[config.mk]
export PLATFORM = sky130hd
export DESIGN_NAME = presence_envelope_reward_top
export DESIGN_NICKNAME = d
export VERILOG_FILES = /design/src/per_pkg.sv /design/src/presence_envelope_reward_top.sv /design/src/per_mul.sv
export SDC_FILE = /design/constraint.sdc
export NUM_CORES = 1
export LEC_CHECK = 0
export BUFFER_PORTS_ARGS = -buffer_cell sky130_fd_sc_hd__buf_2
export CAP_MARGIN = 10
export CORE_MARGIN = 2
export CORE_UTILIZATION = 30
export DETAILED_ROUTE_END_ITERATION = 8
export GPL_ROUTABILITY_DRIVEN = 1
export PLACE_DENSITY_LB_ADDON = 0.25
export SYNTH_ARGS = -nofsm -noshare
export SYNTH_HDL_FRONTEND = slang
export SYNTH_SLANG_ARGS = --single-unit
[constraint.sdc]
create_clock -name aclk -period 18.7 [get_ports aclk]
set_input_delay 2.805 -clock aclk [delete_from_list [all_inputs] [get_ports aclk]]
set_output_delay 2.805 -clock aclk [all_outputs]
set_load 0.01 [all_outputs]
[src/per_pkg.sv]
// Package for presence_envelope_reward: sequencer state type, register
// indexes and Q1.15 constants. No dependencies.
`default_nettype none
package per_pkg;

    localparam int unsigned Q_W = 16;
    localparam logic [Q_W-1:0] Q_ONE = 16'h8000;

    localparam int unsigned CFG_IDX_W = 8;
    localparam int unsigned CFG_DATA_W = 16;

    // configuration register indexes
    localparam logic [CFG_IDX_W-1:0] REG_ATTACK_STEPS     = 8'd0;
    localparam logic [CFG_IDX_W-1:0] REG_HOLD_STEPS       = 8'd1;
    localparam logic [CFG_IDX_W-1:0] REG_ATTACK_INCREMENT = 8'd2;
    localparam logic [CFG_IDX_W-1:0] REG_DECAY_DECREMENT  = 8'd3;
    localparam logic [CFG_IDX_W-1:0] REG_MISS_LIMIT       = 8'd4;
    localparam logic [CFG_IDX_W-1:0] REG_SOUND_THRESHOLD  = 8'd5;
    localparam logic [CFG_IDX_W-1:0] REG_PRESENCE_WEIGHT  = 8'd6;
    localparam logic [CFG_IDX_W-1:0] REG_SOUND_WEIGHT     = 8'd7;

    typedef enum logic [2:0] {
        ST_IDLE,
        ST_ENV,
        ST_SND,
        ST_FACE,
        ST_SUM
    } state_t;

endpackage
`default_nettype wire

[src/presence_envelope_reward_top.sv]
// Presence envelope reward. Each input transaction is one timestep: a presence
// bit and an optional Q1.15 sound level (32768 = 1.0). The block keeps a run
// counter of presence steps (cleared once more than miss_limit steps in a row
// are missed), drives an attack/hold/decay envelope clamped to 0..1.0 from it,
// maps sound to a reward (squared at or below threshold, 1.0 above), and
// returns the weighted sum saturated at 1.0 together with the new envelope.
// One registered 16x16 multiplier is shared over the three products under a
// small sequencer: after acceptance an item passes through the envelope update
// and one step per product before the next item can be accepted; the last step
// waits while the output register holds a result that m_tready has not taken.
// Configuration writes are always taken; write only while the block is idle.
// Depends on per_pkg and per_mul.
`default_nettype none
module presence_envelope_reward_top #(
    parameter int unsigned COUNT_WIDTH = 16
) (
    input  wire logic        aclk,
    input  wire logic        aresetn,
    // input stream
    input  wire logic        s_tvalid,
    output logic             s_tready,
    input  wire logic [23:0] s_tdata,   // [0] presence_seen, [16:1] sound_level, zero pad
    input  wire logic        s_tuser,   // [0] sound_valid
    // result stream
    output logic             m_tvalid,
    input  wire logic        m_tready,
    output logic      [31:0] m_tdata,   // [15:0] total_reward, [31:16] envelope_level
    // configuration writes
    input  wire logic                             cfg_valid,
    output logic                                  cfg_ready,
    input  wire logic [per_pkg::CFG_IDX_W-1:0]    cfg_index,
    input  wire logic [per_pkg::CFG_DATA_W-1:0]   cfg_data
);

    localparam int unsigned QW = per_pkg::Q_W;
    // compare width for run count against attack + hold (9-bit sum)
    localparam int unsigned CMP_W = (COUNT_WIDTH > 9) ? COUNT_WIDTH : 9;
    localparam logic [COUNT_WIDTH-1:0] COUNT_MAX = {COUNT_WIDTH{1'b1}};

    // ---------------- configuration registers ----------------
    logic [7:0]    attack_steps_reg;
    logic [7:0]    hold_steps_reg;
    logic [QW-1:0] attack_increment_reg;
    logic [QW-1:0] decay_decrement_reg;
    logic [7:0]    miss_limit_reg;
    logic [QW-1:0] sound_threshold_reg;
    logic [QW-1:0] presence_weight_reg;
    logic [QW-1:0] sound_weight_reg;

    assign cfg_ready = 1'b1;

    always_ff @(posedge aclk) begin
        if (!aresetn) begin
            attack_steps_reg     <= 8'd4;
            hold_steps_reg       <= 8'd2;
            attack_increment_reg <= 16'd8192;
            decay_decrement_reg  <= 16'd1820;
            miss_limit_reg       <= 8'd3;
            sound_threshold_reg  <= 16'd21955;
            presence_weight_reg  <= 16'd24576;
            sound_weight_reg     <= 16'd24576;
        end else if (cfg_valid && cfg_ready) begin
            // unknown indexes are dropped
            if (cfg_index == per_pkg::REG_ATTACK_STEPS)     attack_steps_reg <= cfg_data[7:0];
            if (cfg_index == per_pkg::REG_HOLD_STEPS)       hold_steps_reg <= cfg_data[7:0];
            if (cfg_index == per_pkg::REG_ATTACK_INCREMENT) attack_increment_reg <= cfg_data;
            if (cfg_index == per_pkg::REG_DECAY_DECREMENT)  decay_decrement_reg <= cfg_data;
            if (cfg_index == per_pkg::REG_MISS_LIMIT)       miss_limit_reg <= cfg_data[7:0];
            if (cfg_index == per_pkg::REG_SOUND_THRESHOLD)  sound_threshold_reg <= cfg_data;
            if (cfg_index == per_pkg::REG_PRESENCE_WEIGHT)  presence_weight_reg <= cfg_data;
            if (cfg_index == per_pkg::REG_SOUND_WEIGHT)     sound_weight_reg <= cfg_data;
        end
    end

    // ---------------- state ----------------
    per_pkg::state_t          state_reg, state_next;
    logic [COUNT_WIDTH-1:0]   run_count_reg, run_count_next;
    logic [7:0]               miss_count_reg, miss_count_next;
    logic [QW-1:0]            envelope_reg, envelope_next;
    logic [QW-1:0]            level_reg, level_next;    // sound level, 0 when not valid
    logic [QW-1:0]            snd_reg, snd_next;        // sound reward, <= 1.0
    logic [QW:0]              face_reg, face_next;      // weighted envelope
    logic                     m_valid_reg, m_valid_next;
    logic [31:0]              m_data_reg, m_data_next;

    // shared multiplier
    logic [QW-1:0]   mul_a, mul_b;
    logic [2*QW-1:0] mul_p;
    logic [QW:0]     prod_q;   // product >> 15

    per_mul u_mul (
        .aclk  (aclk),
        .a     (mul_a),
        .b     (mul_b),
        .p_reg (mul_p)
    );

    assign prod_q = mul_p[2*QW-1:QW-1];

    // envelope helpers
    logic [CMP_W-1:0] run_ext, attack_ext, hold_end_ext;
    logic [QW:0]      rise_sum;
    logic [QW-1:0]    rise_val, fall_val;
    logic [QW+1:0]    total_sum;
    logic             out_free;

    assign run_ext      = CMP_W'(run_count_reg);
    assign attack_ext   = CMP_W'(attack_steps_reg);
    assign hold_end_ext = CMP_W'({1'b0, attack_steps_reg} + {1'b0, hold_steps_reg});
    assign rise_sum     = {1'b0, envelope_reg} + {1'b0, attack_increment_reg};
    assign rise_val     = (rise_sum > {1'b0, per_pkg::Q_ONE}) ? per_pkg::Q_ONE
                                                              : rise_sum[QW-1:0];
    assign fall_val     = (envelope_reg > decay_decrement_reg)
                          ? (envelope_reg - decay_decrement_reg) : '0;
    assign total_sum    = {1'b0, face_reg} + {1'b0, prod_q};
    assign out_free     = !m_valid_reg || m_tready;

    always_comb begin
        state_next      = state_reg;
        run_count_next  = run_count_reg;
        miss_count_next = miss_count_reg;
        envelope_next   = envelope_reg;
        level_next      = level_reg;
        snd_next        = snd_reg;
        face_next       = face_reg;
        m_valid_next    = m_valid_reg && !m_tready;
        m_data_next     = m_data_reg;
        s_tready        = 1'b0;
        mul_a           = snd_reg;
        mul_b           = sound_weight_reg;

        unique case (state_reg)
            per_pkg::ST_IDLE: begin
                s_tready = 1'b1;
                if (s_tvalid) begin
                    level_next = s_tuser ? s_tdata[16:1] : '0;
                    if (s_tdata[0]) begin
                        if (run_count_reg != COUNT_MAX) run_count_next = run_count_reg + 1'b1;
                        miss_count_next = '0;
                    end else if (miss_count_reg >= miss_limit_reg) begin
                        run_count_next  = '0;
                        miss_count_next = '0;
                    end else if (miss_count_reg != 8'hFF) begin
                        miss_count_next = miss_count_reg + 1'b1;
                    end
                    state_next = per_pkg::ST_ENV;
                end
            end
            per_pkg::ST_ENV: begin
                // envelope from the updated run count; start level squared
                priority if (run_count_reg == '0)    envelope_next = fall_val;
                else if (run_ext < attack_ext)       envelope_next = rise_val;
                else if (run_ext < hold_end_ext)     envelope_next = per_pkg::Q_ONE;
                else                                 envelope_next = fall_val;
                mul_a      = level_reg;
                mul_b      = level_reg;
                state_next = per_pkg::ST_SND;
            end
            per_pkg::ST_SND: begin
                if (level_reg > sound_threshold_reg)      snd_next = per_pkg::Q_ONE;
                else if (prod_q > {1'b0, per_pkg::Q_ONE}) snd_next = per_pkg::Q_ONE;
                else                                      snd_next = prod_q[QW-1:0];
                mul_a      = envelope_reg;
                mul_b      = presence_weight_reg;
                state_next = per_pkg::ST_FACE;
            end
            per_pkg::ST_FACE: begin
                face_next  = prod_q;
                state_next = per_pkg::ST_SUM;
            end
            per_pkg::ST_SUM: begin
                // operands held, so the product stays put while the output is busy
                if (out_free) begin
                    m_valid_next = 1'b1;
                    m_data_next[QW-1:0] = (total_sum > {2'b00, per_pkg::Q_ONE})
                                          ? per_pkg::Q_ONE : total_sum[QW-1:0];
                    m_data_next[2*QW-1:QW] = envelope_reg;
                    state_next = per_pkg::ST_IDLE;
                end
            end
            default: state_next = per_pkg::ST_IDLE;
        endcase
    end

    always_ff @(posedge aclk) begin
        if (!aresetn) begin
            state_reg      <= per_pkg::ST_IDLE;
            run_count_reg  <= '0;
            miss_count_reg <= '0;
            envelope_reg   <= '0;
            m_valid_reg    <= 1'b0;
        end else begin
            state_reg      <= state_next;
            run_count_reg  <= run_count_next;
            miss_count_reg <= miss_count_next;
            envelope_reg   <= envelope_next;
            m_valid_reg    <= m_valid_next;
        end
    end

    always_ff @(posedge aclk) begin
        level_reg  <= level_next;
        snd_reg    <= snd_next;
        face_reg   <= face_next;
        m_data_reg <= m_data_next;
    end

    assign m_tvalid = m_valid_reg;
    assign m_tdata  = m_data_reg;

    // ---------------- assertions ----------------
    // a new result only comes out of the final sequencer step
    a_result_from_sum: assert property (@(posedge aclk) disable iff (!aresetn)
        $rose(m_tvalid) |-> $past(state_reg == per_pkg::ST_SUM))
        else $error("result appeared outside the sum step");

    // both outputs stay within 0..1.0
    a_out_range: assert property (@(posedge aclk) disable iff (!aresetn)
        m_tvalid |-> (m_tdata[15:0] <= per_pkg::Q_ONE && m_tdata[31:16] <= per_pkg::Q_ONE))
        else $error("result above 1.0");

    // an accepted item always enters the envelope step next
    a_accept_seq: assert property (@(posedge aclk) disable iff (!aresetn)
        (s_tvalid && s_tready) |=> (state_reg == per_pkg::ST_ENV))
        else $error("accepted item did not start the sequence");

    // envelope register never leaves its clamp range
    a_env_range: assert property (@(posedge aclk) disable iff (!aresetn)
        envelope_reg <= per_pkg::Q_ONE)
        else $error("envelope above 1.0");

endmodule
`default_nettype wire

[src/per_mul.sv]
// Shared 16x16 unsigned multiplier with a registered product.
// Uses per_pkg for the operand width.
`default_nettype none
module per_mul (
    input  wire logic                         aclk,
    input  wire logic [per_pkg::Q_W-1:0]      a,
    input  wire logic [per_pkg::Q_W-1:0]      b,
    output logic      [2*per_pkg::Q_W-1:0]    p_reg
);

    always_ff @(posedge aclk) begin
        p_reg <= a * b;
    end

endmodule
`default_nettype wire

==> results.md, run 1 <==
Routing:
- The number of DRC markers in iteration 0 is around 1100.
- After detailed routing, the average wire length per cell comes to between 15 and 20 um.
- The number of nets with antenna violations after routing is 0.
- The number of optimization iterations in the first detailed-route pass is 5.
- In the routed design, unresolved DRC markers number 0.
- The average via count per standard cell is between 4 and 5.
- The routed layout has between 15000 and 20000 vias.
- The total length of routed wires is about 59000 um.

Yosys:
- The synthesized design contains 246 register bits.
- The number of flops mapped to enable cells by yosys is a little over 80.
- The mapped netlist covers ~0.021 mm2.
- Yosys attributes the largest share of cell area to fa_1 19%, dfxtp_1 16%, ha_1 12%, edfxtp_1 12%, inv_1 5.9%.
- Dividing the synthesized area by the synthesized cell count gives around 9 um2.
- The commonest register cell after synthesis is dfxtp_1.
- Counting distinct cell types in the post-synthesis netlist gives 70.
- For this run, the number of Yosys warnings is 0.
- After synthesis, the share of flip-flops with an asynchronous set or reset is 0%.
- After technology mapping, the gate count stands at between 2000 and 2500.
- Sequential elements use ~28% of the synthesized area.
- Summed over its instances, the top area cell type makes up between 10% and 20% of the synthesized netlist area.
- Synthesis produced a netlist with a net count of roughly 2700.
- The synthesized design spends more area on one cell type than any other, namely fa_1.
- The most repeated cell in the gate-level netlist after synthesis is inv_1.
- Counting instances in the post-synthesis netlist gives the leading cell types as 322 x inv_1, 292 x nand2_1, 253 x nor2_1, 200 x ha_1, 197 x fa_1.

Setup path:
- The most numerous cell type found on the critical path is fa_1.
- Data on the critical path arrives at its endpoint at between 9 and 10 ns.
- On the critical path the largest part of the delay comes from adder cells.
- Data on the critical path is required at its endpoint by between 15 and 20 ns.
- Following the worst setup path forward leads to its endpoint at u_mul.p_reg[31]$_DFF_P_.
- The worst setup path is launched from a register.
- The most critical setup path has its startpoint at state_reg[1]$_SDFFE_PN0P_.
- Setup slack on the worst reg-to-reg path comes out at between 9 and 10 ns.
- The slowest stage of the critical path belongs to the cell a221oi_1.
- The largest incremental delay on the critical path is between 0.9 and 1 ns.
- The classification of the worst setup path is register to register.
- The critical path contains buffers and inverters numbering 6 combined.
- Of all nets on the critical path, the largest fanout is between 70 and 80.
- The worst register-to-register path begins at state_reg[1]$_SDFFE_PN0P_.
- The worst setup path is captured at a register.
- The critical path crosses 28 cells after its start point.
- The capture instance of the worst register-to-register path is u_mul.p_reg[31]$_DFF_P_.
- The cell count of the worst reg-to-reg path is 28.

Outcome:
- The run finished with clean final reports.

Die:
- The core footprint is 0.0682 mm2.
- The die outline height is approximately 270 um.
- The full die area is between 0.07 and 0.08 mm2.
- For this design the top-level I/O count stands at between 80 and 90.
- The die is approximately 270 um wide.
- The number of placement rows is 96.
- The initial standard-cell utilization of the core is around 30%.

Placement:
- The placed wire-length estimate after detailed placement is about 46000 um.
- Port buffering added 80 buffers.
- Summing all placed instances gives a cell area of around 0.022 mm2.
- The placer's final routability congestion estimate is 0.871.

STA:
- Static timing analysis puts the maximum clock frequency at roughly 110 MHz.
- For the pin with the worst max-slew slack, the measured transition is 1.15 ns.
- Setup repair after global routing left no endpoint under its margin.
- The total of endpoints with negative setup slack in the final report is 0.
- The post-layout minimum cycle time is about 9.4 ns.
- The final-report max-slew violation count is 0.
- Measured against its own limit, the worst slew margin works out to a little under a quarter.
- The count of endpoints failing hold in the final timing report is 0.
- For the final routed database, the setup TNS stands at 0 ns.
- The ratio of final minimum period to clock period is 50.1%.
- Across all hold checks on the routed design, the worst slack comes to 0.461 ns.
- The setup clock skew after layout is ~0.015 ns.

Final layout:
- Compared with the post-synthesis result, the final layout area differs by 11.9%.
- The fraction of the core area covered by cells at the end of the flow is around a third.
- The number of flip-flops in the largest register is 32.
- Summing all non-filler instances in the final layout gives an area of around 0.023 mm2.
- The net count of the finished layout is 2791.
- The count of antenna diodes in the layout is 0.
- The fraction of layout instances using a drive strength above 1 is under 10%.
- The number of inserted filler cells in the final layout is slightly above 7000.

CTS:
- In this run the deepest clock path goes through 3 buffers.
- The clock network latency to the later pin of the worst-skew pair is 0.58 ns.
- The clock buffer count from CTS is 29.
- The hold buffer count at cts is 0.
- The number of levels the H-tree was split into is 1.
- The buffer type at the clock tree root is clkbuf_16.
- TritonCTS built the clock tree.
- The number of gates resized after cts is 0.
- The clock edge transition at the registers on the reported setup and hold paths is ~0.06 ns.
- The number of buffers inserted by post-CTS setup repair is 0.
- The tree built by TritonCTS fans out to between 200 and 250 sinks.

Pwr:
- For this design the ratio of total power to cell area is ~90 mW/mm2.
- The worst IR drop on VDD is ~0.000061 V.
- Overall power consumption after layout is estimated at approximately 2.1 mW.
- For this design the static power due to leakage is 10.5 nW.

Global routing:
- The initial antenna violation count is 3.
- Entering global routing, the biggest net connects 74 pins.
- The number of global-route vias before repair is approximately 17000.
- Across every metal layer, demand over resource in global routing totals approximately 17%.
- The first global-routing pass estimated ~93000 um of wire.
- Global routing finished with a remaining overflow of 0.

Run:
- The total of max-cap violations is 0.

Hold path:
- The startpoint identified for the worst hold timing path is decay_decrement_reg[15]$_SDFFE_PN0P_.
- The min-delay analysis places its worst path in the category register to register.
==> report_power, final <==
part / switching [mW] / leakage, nW / internal, mW / total, mW
clock network: 0.243 / 0.474 / 0.326 / 0.569
logic: 0.527 / 7.95 / 0.364 / 0.891
registers: 0.0420 / 2.10 / 0.601 / 0.643
total: 0.812 / 10.5 / 1.29 / 2.10
==> area by class of cell <==
type / count / area (um2) / share of cell area (%)
Clock inverter: 13 / 120 / 0.522
Sequential cell: 246 / 5740 / 24.9
Tap cell: 882 / 1100 / 4.79
Timing Repair Buffer: 116 / 668 / 2.90
Inverter: 323 / 1210 / 5.26
Clock buffer: 41 / 831 / 3.61
Multi-Input combinational cell: 1624 / 13400 / 58.0
==> layer usage <==
metal  share of wire, %  vias to the layer above  track usage, %
li1                   -                     7672               -
met1                 45                     7827            22.7
met2                 45                      421            27.7
met3                5.2                      122            2.32
met4                4.0                        4            6.65
met5              0.039                        -               0
==> kinds of logic after synthesis <==
group,after synthesis,synth area share (%)
AND/OR/NAND/NOR,752,16.2
other,1,0.0182
XOR/XNOR,73,3.11
multiplexers,45,2.19
adder cells (fa/ha/maj),397,31.3
buffers and inverters,409,7.48
flip-flops,246,27.9
AO/OA/AOI/OAI,356,11.9
==> how the worst min path moves through the flow <==
| stage | end | slack, ns | cells past startpoint |
|---|---|---|---|
| global placement | decay_decrement_reg[14]$_SDFFE_PN0P_ | 0.44 | 2 |
| global route | sound_threshold_reg[2]$_SDFFE_PN0P_ | 0.48 | 2 |
| detailed placement | sound_weight_reg[1]$_SDFFE_PN0P_ | 0.45 | 2 |
| floorplan | sound_weight_reg[1]$_SDFFE_PN0P_ | 0.43 | 2 |
| finish | decay_decrement_reg[15]$_SDFFE_PN0P_ | 0.46 | 2 |
| CTS | decay_decrement_reg[15]$_SDFFE_PN0P_ | 0.46 | 2 |
==> tightest hold or removal path, stage by stage, from the launching register on <==
cell     delay (ns)
dfxtp_1        0.31
nand2_1        0.05
a21oi_1        0.05
==> cell usage in the layout, fill, tap and decap left out, types with 11 or more instances in the layout <==
master / Yosys / routed
a21o_1: 40 / 40
a21oi_1: 105 / 105
a221o_1: 25 / 25
a221oi_1: 38 / 35
and2_1: 45 / 45
and3_1: 16 / 16
buf_2: 1 / 80
buf_4: 1 / 35
clkbuf_16: 0 / 29
dfxtp_1: 165 / 165
edfxtp_1: 81 / 81
fa_1: 197 / 197
ha_1: 200 / 200
inv_1: 322 / 322
mux2i_1: 44 / 44
nand2_1: 292 / 292
nand2b_1: 19 / 19
nand3_1: 18 / 18
nand4_1: 14 / 14
nor2_1: 253 / 251
nor2b_1: 11 / 11
nor3_1: 32 / 32
o211ai_1: 14 / 14
o21a_1: 20 / 20
o21ai_0: 47 / 47
xnor2_1: 53 / 53
xor2_1: 20 / 20
==> metrics by stage <==
| stage | cells | worst slack [ns] |
|---|---|---|
| after global routing | 3245 | 8.66 |
| after global placement | 3190 | 9.46 |
| after CTS | 3244 | 9.32 |
| final | 3245 | 9.33 |
| after detailed placement | 3190 | 9.37 |
| after floorplan | 2279 | 11.27 |
(Power assumes the default switching activity.)
==> run 2: changes to the inputs <==
- clock period: 18.7 -> 8.78 ns (I/O delays scaled with it)
==> run 2 against run 1 <==
Against the previous run: count of clock-buffer cells in the layout fell by 6; critical path depth fell by 1; combinational power rose by 120%; sequential cell count did not move; sequential power rose by 110%; largest cell class unchanged; global-route usage rose by 0.39 points; clock skew rose by 0.0056 ns.
==> results.md, run 2 (synthesis results as in run 1) <==
Global routing:
- The initial antenna violation count was 0 (-3).
- The global router's overall resource usage is 17.3% (+0.39 points).
- The global routing met1 resource utilization is 23.7% (+1.0 points).
- The global routing stage identified its most utilized layer as met2.
- The fraction of met3 tracks used by global routing is 1.63% (-0.69 points).
- The number of global-route vias before repair came to 16810 (+1.6%).
- The wire length of the first global-routing pass is 95400 um (+2.3%).
- The pin count of the biggest net entering global routing came to 92 (+24%).
- The met2 routing resource usage after global routing is 28.9% (+1.3 points).
- The remaining global-route overflow was 0 (unchanged).

Final layout:
- The final net count came to 2828 (+1.3%).
- The count of antenna diodes in the layout is 0 (unchanged).
- In the layout the commonest cells are 322 x inv_1, 292 x nand2_1, 251 x nor2_1.
- The fraction of the core area covered by cells at the end of the flow is 34.3% (+0.56 points).
- The layout overhead on the synthesized area is 13.7%.
- The number of standard cells in the layout, taps in and fillers out came to 3282 (+1.1%).
- The fraction of layout instances using a drive strength above 1 is 9.71% (+1.7 points).
- The number of flip-flops in the largest register is 32 (unchanged).
- The library cell used most frequently in the layout, excluding fill and tap cells, is inv_1.

CTS:
- The clock edge transition at the registers on the reported setup and hold paths is 0.06 ns (about the same).
- TritonCTS built the clock tree.
- The clock network latency to the later pin of the worst-skew pair is 0.58 ns (about the same).
- The largest buffer count on any clock path is 3 (unchanged).
- The clock buffer count from CTS is 29 (unchanged).
- The number of levels the H-tree was split into was 1 (unchanged).
- The number of clock sinks came to 246 (unchanged).
- The hold buffer count at cts is 0 (unchanged).
- Clock tree synthesis selected as its root buffer the cell clkbuf_16.

Routing:
- The number of DRC markers in iteration 0 is 1117 (+3.2%).
- The average via count per standard cell came to 4.95 (about the same).
- The total number of vias is 16234 (+1.2%).
- The total length of routed wires was 60400 um (+2.7%).
- The number of optimization iterations in the first detailed-route pass is 5 (unchanged).
- The number of nets with antenna violations after routing is 0 (unchanged).
- The final routed wire length divided by cell count was 18.4 um (+1.5%).
- The count of unresolved DRC violations after routing is 0 (unchanged).

Setup path:
- The total buffers and inverters traversed by the critical path was 5 (-1).
- The instance count on the critical path came to 27 (-3.6%).
- The required time of the critical path is 9.25 ns (-9.96 ns).
- The launching point of the worst reg2reg path is state_reg[1]$_SDFFE_PN0P_.
- The critical path launch point type is a register.
- The capturing element type of the critical path is a register.
- The worst setup path endpoint is u_mul.p_reg[31]$_DFF_P_.
- The worst-path cell with the longest stage delay is dfxtp_1.
- The cell count of the worst reg-to-reg path is 27 (-3.6%).
- The classification of the worst setup path is register to register.
- On the critical path the largest part of the delay comes from adder cells.
- The arrival time reported for the critical path endpoint came to 8.71 ns (-1.17 ns).
- The maximum fanout along the worst path is 72 (-1.4%).
- The launch point of the critical path is state_reg[1]$_SDFFE_PN0P_.
- The largest incremental delay on the critical path is 0.62 ns (-0.29 ns).
- The capture instance of the worst register-to-register path is u_mul.p_reg[31]$_DFF_P_.
- The setup slack on the worst flop-to-flop path was 0.54 ns (-8.79 ns).
- The cell that appears most often on the critical path is fa_1.

Placement:
- The setup slack after placement is 0.289 ns (-9.08 ns).
- The placed wire-length estimate after detailed placement is 47400 um (+3.9%).
- The placer's final routability congestion estimate is 0.905 (+3.9%).
- The number of cells after detailed placement is 3226 (+1.1%).
- The number of buffer cells added on primary ports is 80 (unchanged).

Pwr:
- The total power divided by cell area was 194 mW/mm2 (+110%).
- The static leakage power is 10.7 nW (+2.0%).
- The worst IR drop on VDD is 0.000147 V (+140%).

Outcome:
- The flow ran to the end, and the final reports show no timing, DRC or antenna violations.

STA:
- The setup clock skew after layout came to 0.0203 ns (+0.00557 ns).
- The maximum operating frequency came to 121 MHz (+14%).
- The ratio of final minimum period to clock period is 93.9% (+44 points).
- The post-layout minimum cycle time is 8.24 ns (-1.13 ns).
- The accumulated negative setup slack is 0 ns (unchanged).
- Setup repair after global routing left no endpoint under its margin.
- The minimum hold slack is 0.455 ns (-0.00627 ns).
- The total of endpoints with negative setup slack in the final report was 0 (unchanged).
- The final-report max-slew violation count is 0 (unchanged).
- The final worst-path setup slack is 0.537 ns (-8.79 ns).
- The count of endpoints failing hold in the final timing report came to 0 (unchanged).
- The measured slew at the worst slew-check pin is 1.20 ns (+0.0447 ns).
- The worst slew slack as a fraction of its limit is 20.0% (-2.9 points).

Hold path:
- The cell depth of the worst hold path is 2 (unchanged).
- The class of the most critical hold timing path is register to register.

Die:
- The number of placement rows came to 96 (unchanged).
- The top-level port count is 89 (unchanged).
- The core footprint is 0.0682 mm2 (unchanged).
- The full die area came to 0.0707 mm2 (unchanged).
- The x dimension of the die is 266 um (unchanged).
- The die outline height was 266 um (unchanged).
- The initial standard-cell utilization of the core is 30.2% (unchanged).

Run:
- The total of max-cap violations is 0 (unchanged).
==> run 2: cell count changes in the layout (fill, tap and decap cells not counted), moves of 4 or more <==
cell	delta
a221oi_1	-6
a221oi_2	+6
buf_4	+35
clkbuf_1	-4
clkinv_1	+6
clkinv_2	-4
==> run 2: repair_timing <==
action / in CTS / in global routing
setup buffers: 0 / 0
resized for setup: 0 / 11
endpoints found under the hold margin: 0 / 0
setup endpoints to repair: 0 / 4
==> run 2: tightest hold or removal path, delay by kind of cell, from the launching register on <==
kind / cells / cell delay [ns]
AOI/OAI and AO/OA: 1 / 0.05
DFF: 1 / 0.31
and+or+nand+nor: 1 / 0.05
==> run 2: layout make-up <==
type                    count  area [um2]
clock buffers              35         788
fillers                  7029       44800
well taps                 882        1100
inverters                 323        1210
multi-input cells        1625       13400
flip-flops and latches    246        5740
repair buffers            152         953
clock inverters            19         199
==> run 2: worst min path at each step <==
stage	from	endpoint
floorplan	sound_weight_reg[1]$_SDFFE_PN0P_	sound_weight_reg[1]$_SDFFE_PN0P_
global placement	decay_decrement_reg[7]$_SDFFE_PN0P_	decay_decrement_reg[7]$_SDFFE_PN0P_
detailed placement	decay_decrement_reg[7]$_SDFFE_PN0P_	decay_decrement_reg[7]$_SDFFE_PN0P_
CTS	decay_decrement_reg[7]$_SDFFE_PN0P_	decay_decrement_reg[7]$_SDFFE_PN0P_
global route	attack_increment_reg[2]$_SDFFE_PN0P_	attack_increment_reg[2]$_SDFFE_PN0P_
finish	decay_decrement_reg[7]$_SDFFE_PN0P_	decay_decrement_reg[7]$_SDFFE_PN0P_
==> run 2: report_power, final <==
part	internal, mW	leakage [nW]	switching (mW)
sequential	1.28	2.10	0.0917
combinational	0.798	8.16	1.13
clock	0.731	0.480	0.519
==> run 2: per-layer routing <==
layer | share of wire [%] | routed length (um)
met3 | 5.0 | 2990
met5 | 0 | 0
met4 | 3.1 | 1850
met2 | 46 | 27700
met1 | 46 | 27800
==> run 2: stage by stage <==
step	power, mW	area, um2
2_1_floorplan	2.75	20600
3_3_place_gp	3.30	22400
3_5_place_dp	3.31	22400
4_1_cts	4.60	23300
5_1_grt	4.93	23400
6_report	4.55	23400
==> run 3: changes to the inputs <==
- GPL_TIMING_DRIVEN: not set -> 0
==> run 3 against run 2 <==
Against the previous run: clock skew grew 0.016 ns; clock power grew 3%; combinational power is essentially flat; count of clock-buffer cells in the layout grew 6; largest cell class unchanged.
==> results.md, run 3 (synthesis results as in run 1) <==
CTS:
- The clock buffer count from CTS was 29 (unchanged).
- The TritonCTS clock tree is yes.
- The number of clock sinks is 246 (unchanged).
- The number of levels the H-tree was split into was 1 (unchanged).
- The clock network latency to the later pin of the worst-skew pair is 0.59 ns (about the same).
- The hold buffer count at cts came to 0 (unchanged).
- The clock edge transition at the registers on the reported setup and hold paths is 0.07 ns (about the same).
- The largest buffer count on any clock path was 3 (unchanged).
- The tree is rooted in a clkbuf_16.

Setup path:
- The worst setup path is captured at a register.
- By startpoint and endpoint, the worst setup path is classified as register to register.
- STA classifies the critical path startpoint as a register.
- The required time of the critical path is 9.24 ns (about the same).
- The arrival time reported for the critical path endpoint came to 8.76 ns (+0.05 ns).
- The maximum fanout along the worst path is 11 (-85%).

Routing:
- The total length of routed wires is 61600 um (+2.1%).
- The number of optimization iterations in the first detailed-route pass is 5 (unchanged).
- The count of unresolved DRC violations after routing is 0 (unchanged).
- The average via count per standard cell is 4.96 (+0.23%).
- The final routed wire length divided by cell count is 18.7 um (+1.8%).
- The total number of vias came to 16316 (+0.51%).
- The number of nets with antenna violations after routing came to 0 (unchanged).
- The number of DRC markers in iteration 0 came to 1089 (-2.5%).

STA:
- The worst slew slack as a fraction of its limit is 32.1% (+12 points).
- The post-layout minimum cycle time is 8.30 ns (+0.0572 ns).
- The total of endpoints with negative setup slack in the final report was 0 (unchanged).
- The final-report max-slew violation count is 0 (unchanged).
- The ratio of final minimum period to clock period is 94.5% (+0.65 points).
- The accumulated negative setup slack was 0 ns (unchanged).
- The maximum operating frequency is 120 MHz (-0.69%).
- Setup repair after global routing left no endpoint under its margin.
- The count of endpoints failing hold in the final timing report is 0 (unchanged).
- The measured slew at the worst slew-check pin is 1.02 ns (-0.177 ns).
- The setup clock skew after layout is 0.0361 ns (+0.0159 ns).

Global routing:
- The initial antenna violation count is 0 (unchanged).
- The pin count of the biggest net entering global routing is 26 (-72%).
- The number of global-route vias before repair is 16645 (-0.98%).
- The remaining global-route overflow is 0 (unchanged).
- The wire length of the first global-routing pass is 96800 um (+1.4%).
- The global router's overall resource usage is 17.6% (+0.27 points).

Outcome:
- The run finished with clean final reports.

Final layout:
- The final net count is 2836 (+0.28%).
- The fraction of the core area covered by cells at the end of the flow is 34.6% (+0.29 points).
- The fraction of layout instances using a drive strength above 1 is 8.60% (-1.1 points).
- The number of inserted filler cells in the final layout came to 7005 (-0.34%).
- The post-route cell area is 0.0236 mm2 (+0.84%).
- The layout overhead on the synthesized area is 14.7%.
- The library cells used most frequently in the layout, excluding fill and tap cells, are 322 x inv_1, 292 x nand2_1, 251 x nor2_1.
- The number of flip-flops in the largest register was 32 (unchanged).
- The commonest non-fill, non-tap cell in the layout is inv_1.

Die:
- The top-level port count came to 89 (unchanged).
- The x dimension of the die is 266 um (unchanged).
- The number of placement rows is 96 (unchanged).
- The core footprint is 0.0682 mm2 (unchanged).
- The die outline height came to 266 um (unchanged).
- The initial standard-cell utilization of the core is 30.2% (unchanged).
- The full die area is 0.0707 mm2 (unchanged).

Placement:
- The post-detailed-placement cell area is 0.0221 mm2 (-1.0%).
- The number of buffer cells added on primary ports is 72 (-10%).
- The placer's final routability congestion estimate is 0.885 (-2.2%).
- The placed wire-length estimate after detailed placement came to 49400 um (+4.2%).

Hold path:
- The class of the most critical hold timing path is register to register.

Pwr:
- The worst IR drop on VDD came to 0.000147 V (+0.35%).
- The total power divided by cell area is 195 mW/mm2 (+0.50%).
- The static leakage power came to 10.6 nW (-0.93%).
- The overall power of the completed layout was 4.61 mW (+1.3%).

Run:
- The total of max-cap violations came to 0 (unchanged).
[run 3: cell types whose count changed in the layout (fill, tap and decap cells not counted), moves of 5 or more]
cell and delta:
buf_4 -65, clkbuf_1 +58, a221oi_4 +19, clkbuf_2 +17
a221oi_1 -14, clkinv_1 -6, a221o_1 -5, a221o_2 +5
a221oi_2 -5
[run 3: critical path, cell delays in order, from the launching register on]
cell and delay [ns]:
dfxtp_1 0.44, nor3b_2 0.34, clkbuf_4 0.33, clkbuf_1 0.43
a221o_1 0.57, nand2_1 0.15, fa_1 0.50, fa_1 0.51
fa_1 0.51, inv_1 0.05, fa_1 0.46, fa_1 0.55
inv_1 0.06, fa_1 0.53, inv_1 0.04, ha_1 0.30
a21o_1 0.16, a21o_1 0.16, a21oi_1 0.34, o21ai_0 0.25
a32o_1 0.33, o21ai_1 0.28, a311oi_2 0.20, o21a_1 0.23
o21ai_0 0.21, nand2b_1 0.10, xnor2_1 0.12
[run 3: stage by stage]
stage	std cells	hold slack [ns]	worst slack [ns]
2_1_floorplan	2279	0.432	1.35
3_3_place_gp	3233	0.446	-1.15
3_5_place_dp	3237	0.450	-1.07
4_1_cts	3284	0.458	0.00262
5_1_grt	3290	0.479	0.00262
6_report	3291	0.460	0.480
[run 3: power breakdown]
part           internal [mW]  leakage (nW)  switching (mW)
Clock                  0.762         0.489           0.523
Sequential              1.28          2.10          0.0998
Combinational          0.790          8.05            1.15
Total                   2.83          10.6            1.78
[run 3: metal layers]
layer	routed length (um)	GRT usage, %	vias up
met5	0	0	-
met4	1660	5.00	0
met3	2970	1.93	91
met2	28800	29.4	404
met1	28200	24.0	8048
li1	-	-	7773
[run 3: worst paths after layout]
kind,startpoint,to,slack [ns],cells after the start
setup / recovery,state_reg[1]$_SDFFE_PN0P_,u_mul.p_reg[31]$_DFF_P_,0.48,26
hold / removal,decay_decrement_reg[1]$_SDFFE_PN0P_,decay_decrement_reg[1]$_SDFFE_PN0P_,0.46,2
setup reg to reg,state_reg[1]$_SDFFE_PN0P_,u_mul.p_reg[31]$_DFF_P_,0.48,26
hold reg to reg,decay_decrement_reg[1]$_SDFFE_PN0P_,decay_decrement_reg[1]$_SDFFE_PN0P_,0.46,2
[run 3: timing repair]
action                     in CTS  in global routing
pin swaps                       0                  3
buffers inserted                0                  4
gates resized for setup        54                 37
setup endpoints to repair      13                  8
[run 3: cell type report]
type | count | area, um2 | area share [%]
plain buffers | 79 | 339 | 1.44
clock inverters | 13 | 168 | 0.710
multi-input cells | 1624 | 13700 | 58.1
clock buffers | 41 | 843 | 3.57
repair buffers | 82 | 493 | 2.09
well taps | 882 | 1100 | 4.67
diodes | 1 | 2.50 | 0.0106
inverters | 323 | 1210 | 5.14
flip-flops and latches | 246 | 5740 | 24.3
